## src/sv/lge_pkg.sv

```systemverilog
package lge_pkg;

    localparam int DEF_ROW_COUNT = 32;
    localparam int DEF_ROW_WIDTH = 32;

    localparam int OP_W        = 2;
    localparam int ROW_IDX_W   = 5;
    localparam int DATA_W      = 32;
    localparam int ROW_W_MAX   = 64;

    // B3/S23
    localparam logic [3:0] LIVE_BIRTH = 4'd3;
    localparam logic [3:0] LIVE_STAY  = 4'd2;

    typedef enum logic [OP_W-1:0] {
        OP_LOAD = 2'd0,
        OP_STEP = 2'd1,
        OP_READ = 2'd2
    } t_op;

    typedef struct packed {
        logic load;
        logic step;
    } t_cell_ctrl;

endpackage

```

## src/sv/lge_row_cell.sv

```systemverilog
module lge_row_cell
    import lge_pkg::*;
#(
    parameter int ROW_WIDTH = DEF_ROW_WIDTH
) (
    input  logic                 i_clk,
    input  logic                 i_rst_n,
    input  t_cell_ctrl           i_ctrl,
    input  logic [ROW_WIDTH-1:0] i_load_cells,
    input  logic [ROW_WIDTH-1:0] i_above,
    input  logic [ROW_WIDTH-1:0] i_below,
    output logic [ROW_WIDTH-1:0] o_cells
);

    logic [ROW_WIDTH-1:0] r_cells;
    logic [ROW_WIDTH-1:0] n_cells;
    logic [ROW_WIDTH-1:0] w_gen;

    // zero padding on both sides takes care of the board edges
    logic [ROW_WIDTH+1:0] w_up;
    logic [ROW_WIDTH+1:0] w_mid;
    logic [ROW_WIDTH+1:0] w_dn;

    assign w_up  = {1'b0, i_above, 1'b0};
    assign w_mid = {1'b0, r_cells, 1'b0};
    assign w_dn  = {1'b0, i_below, 1'b0};

    always_comb begin
        logic [3:0] cnt;
        for (int x = 0; x < ROW_WIDTH; x++) begin
            cnt = 4'(w_up[x]) + 4'(w_up[x+1]) + 4'(w_up[x+2])
                + 4'(w_mid[x]) + 4'(w_mid[x+2])
                + 4'(w_dn[x]) + 4'(w_dn[x+1]) + 4'(w_dn[x+2]);
            w_gen[x] = (cnt == LIVE_BIRTH) || (r_cells[x] && (cnt == LIVE_STAY));
        end
    end

    always_comb begin
        n_cells = r_cells;
        if (i_ctrl.load) begin
            n_cells = i_load_cells;
        end else if (i_ctrl.step) begin
            n_cells = w_gen;
        end
    end

    always_ff @(posedge i_clk) begin
        if (!i_rst_n) begin
            r_cells <= '0;
        end else begin
            r_cells <= n_cells;
        end
    end

    assign o_cells = r_cells;

endmodule

```

## config.mk

```make
export PLATFORM = sky130hd
export DESIGN_NAME = lge_row_cell
export DESIGN_NICKNAME = d
export VERILOG_FILES = /design/src/sv/lge_pkg.sv /design/src/sv/lge_row_cell.sv
export SDC_FILE = /design/constraint.sdc
export NUM_CORES = 1
export LEC_CHECK = 0
export BUFFER_PORTS_ARGS = -buffer_cell sky130_fd_sc_hd__buf_2
export CORE_MARGIN = 4
export CORE_UTILIZATION = 58
export DETAILED_ROUTE_END_ITERATION = 6
export PLACE_DENSITY = 0.83
export SETUP_SLACK_MARGIN = 0.1
export SLEW_MARGIN = 40
export SYNTH_ARGS = -nofsm -noshare
export SYNTH_HDL_FRONTEND = slang
export SYNTH_SLANG_ARGS = --single-unit
```

## constraint.sdc

```tcl
create_clock -name i_clk -period 3.5 [get_ports i_clk]
set_input_delay 0.35 -clock i_clk [delete_from_list [all_inputs] [get_ports i_clk]]
set_output_delay 0.35 -clock i_clk [all_outputs]
set_load 0.03 [all_outputs]
```

==> impl_metrics.ini <==
[global_route]
grt_max_degree = 65
grtUsageTotal_pct = 24.1
grt_pass1_wl_mm = 25.4
antenna_found_initial = 1
grt_pass1_vias = 5638
grt_overflow = 0

[min_path]
hp-class = primary input to flop

[synth]
ys_types = 23
synth.area.top_cells = fa_1, ha_1, inv_1
avgSynthCellArea_sq_um = 9.15
synthCells = 736
synth_seq_cells = 32
yosysSeqAreaShare_pct = 9.51
async_reset_ff_share_pct = 0
ys.flop_type = dfxtp_1
yosys-top-cells-count = inv_1, fa_1, a21oi_1
ys_warn_count = 0
synth.most_common_cell = inv_1
synth_fp_nets = 1052
synth.largest_area_cell = fa_1
netlist.area_leader.share_pct = 36.9
synth_edf_count = 0
netlist_area_sq_um = 6740

[cells_and_area]
drive_above_1_share_pct = 17.5
nets = 1176
final_core_utilization_pct = 67.3
largest_reg_flops = 32
synthToLayoutAreaGrowth_pct = 13.6

[clock_network]
worstSkewPairLatency_ns = 0.29
cts_tree = built
cts_max_level = 2
cts_resized = 0
root_buffer = clkbuf_16
clkSlewWorstSetupHoldPaths_ns = 0.06
clock_path_buffers = 2
cts_sinks = 32
postCtsSetupBuffers = 0
cts_buffers = 5
cts_hold_buf = 0

[timing]
fmax_ghz = 0.335
hold_violations = 0
fin_setup_tns_ns = 0
layout_min_cycle_time_ns = 2.99
slew_violations = 0
period_share_pct = 85.3
finClkSkew_ns = 0.00296
relSlewSlack_pct = 54.5
rsz0062_at_grt = no
timing.final.ws_setup_ns = 0.514
whs_ns = 0.317
tightest_slew_ns = 0.683
setup_violations = 0

[pwr]
power_uw = 2990
p_leak_uw = 0.00410
power_density_nw_per_um2 = 391
ir_drop_mv = 0.365

[setup_path]
arrival_ns = 3.14
worst_ep_required_time_ns = 3.66
path_max_fanout = 3
endpoint_kind = flop
critPathTopFamily = adder cells
worstSetupPathType = primary input to flop
crit_buf_inv = 3
crit_path_max_incr_delay_ns = 0.49
crit_chain = buf_2 -> inv_1 -> fa_1 -> fa_1 -> fa_1 -> inv_1 -> ha_1 -> fa_1 -> and2_1 -> a21oi_1 -> o32ai_2
cp_common_cell = fa_1
critical-path-slowest-cell = fa_1
start_kind = primary input

[floorplan]
ios = 132
die_w_um = 116
dieArea_sq_um = 13400
die-height_um = 116
rows = 39
core_area_sq_um = 11400
start_util_pct = 59.2

[run]
max_cap_viol_count = 0

[drt]
drc = 0
postRouteAntennaNets = 0
wl_met1_mm = 6.28
first_pass_iters = 4
totalWireLength_mm = 15.1
maxUsedRoutingLayer = met4
first_iter_violations = 171
dr_wl_met3_um = 884
vias_per_cell = 5.26
via_count = 5284
met2WireLength_mm = 7.64
wire_per_inst_um = 15.1

[run_status]
outcome = finished clean

[place]
portBuffers = 131
pre_cts_ws_ns = 0.195
place_congestion = 0.856
dp_hpwl_mm = 12.3
==> report_power, final <==
part	leakage [uW]	total [uW]	switching, uW	internal, uW
registers	0.000264	451	43.5	408
clock network	0.0000712	483	198	285
logic	0.00376	2060	1190	869
total	0.00410	2990	1430	1560
==> path summary, 6_finish.rpt <==
check	start	endpoint	slack, ns	cells after the start
worst max register to register	o_cells[2]$_SDFFE_PN0P_	o_cells[3]$_SDFFE_PN0P_	0.79	9
worst min register to register	o_cells[26]$_SDFFE_PN0P_	o_cells[26]$_SDFFE_PN0P_	0.60	2
worst max-delay path	i_below[7]	o_cells[8]$_SDFFE_PN0P_	0.51	11
worst min-delay path	i_load_cells[31]	o_cells[31]$_SDFFE_PN0P_	0.32	3
==> cell families after synthesis <==
group	synth area share [%]
buf+inv	13.6
fa+ha+maj	53.9
compound gates	14.3
simple gates	8.66
flops	9.51
==> metrics by stage <==
step	cell area [sq um]	std cells
6_report	7650	1005
5_1_grt	7650	1005
4_1_cts	7650	1004
3_5_place_dp	7500	996
3_3_place_gp	7500	996
2_1_floorplan	6740	736
==> placed cells by master (no fill, tap or decap) <==
cell type | netlist | layout
o32ai_1 | 19 | 19
o21ai_0 | 29 | 29
nor2_1 | 30 | 30
nand3b_4 | 1 | 1
diode_2 | 0 | 1
nor3b_1 | 31 | 31
dfxtp_1 | 32 | 32
clkbuf_16 | 0 | 5
inv_1 | 219 | 219
nor2b_1 | 1 | 1
a21oi_1 | 93 | 93
o32ai_2 | 10 | 10
or3_1 | 1 | 1
buf_4 | 1 | 3
clkbuf_8 | 0 | 1
nand2b_1 | 2 | 2
fa_1 | 124 | 124
clkbuf_1 | 3 | 2
nand2_1 | 3 | 3
o22ai_1 | 1 | 1
buf_2 | 8 | 131
a211o_1 | 2 | 2
and2_1 | 29 | 29
ha_1 | 92 | 92
==> worst register-to-register path: stages, from the launching register on <==
cell and delay, ns:
dfxtp_1 0.45, inv_1 0.10, fa_1 0.49, fa_1 0.49, inv_1 0.04, ha_1 0.20
fa_1 0.39, and2_1 0.17, a21oi_1 0.14, o32ai_2 0.10
==> routing by layer <==
layer,vias to the layer above,global-route usage [%]
met4,0,7.73
met1,2531,30.3
met2,151,42.7
li1,2575,-
met3,27,3.71
met5,-,0
==> area by class of cell <==
type | count | area [sq um]
inverter | 219 | 822
clock buffer | 8 | 146
tap | 143 | 179
fill | 898 | 3720
timing repair buffer | 134 | 678
multi-input combinational | 468 | 5180
antenna | 1 | 2.50
sequential | 32 | 641
Power figures use the tool's default switching activity.
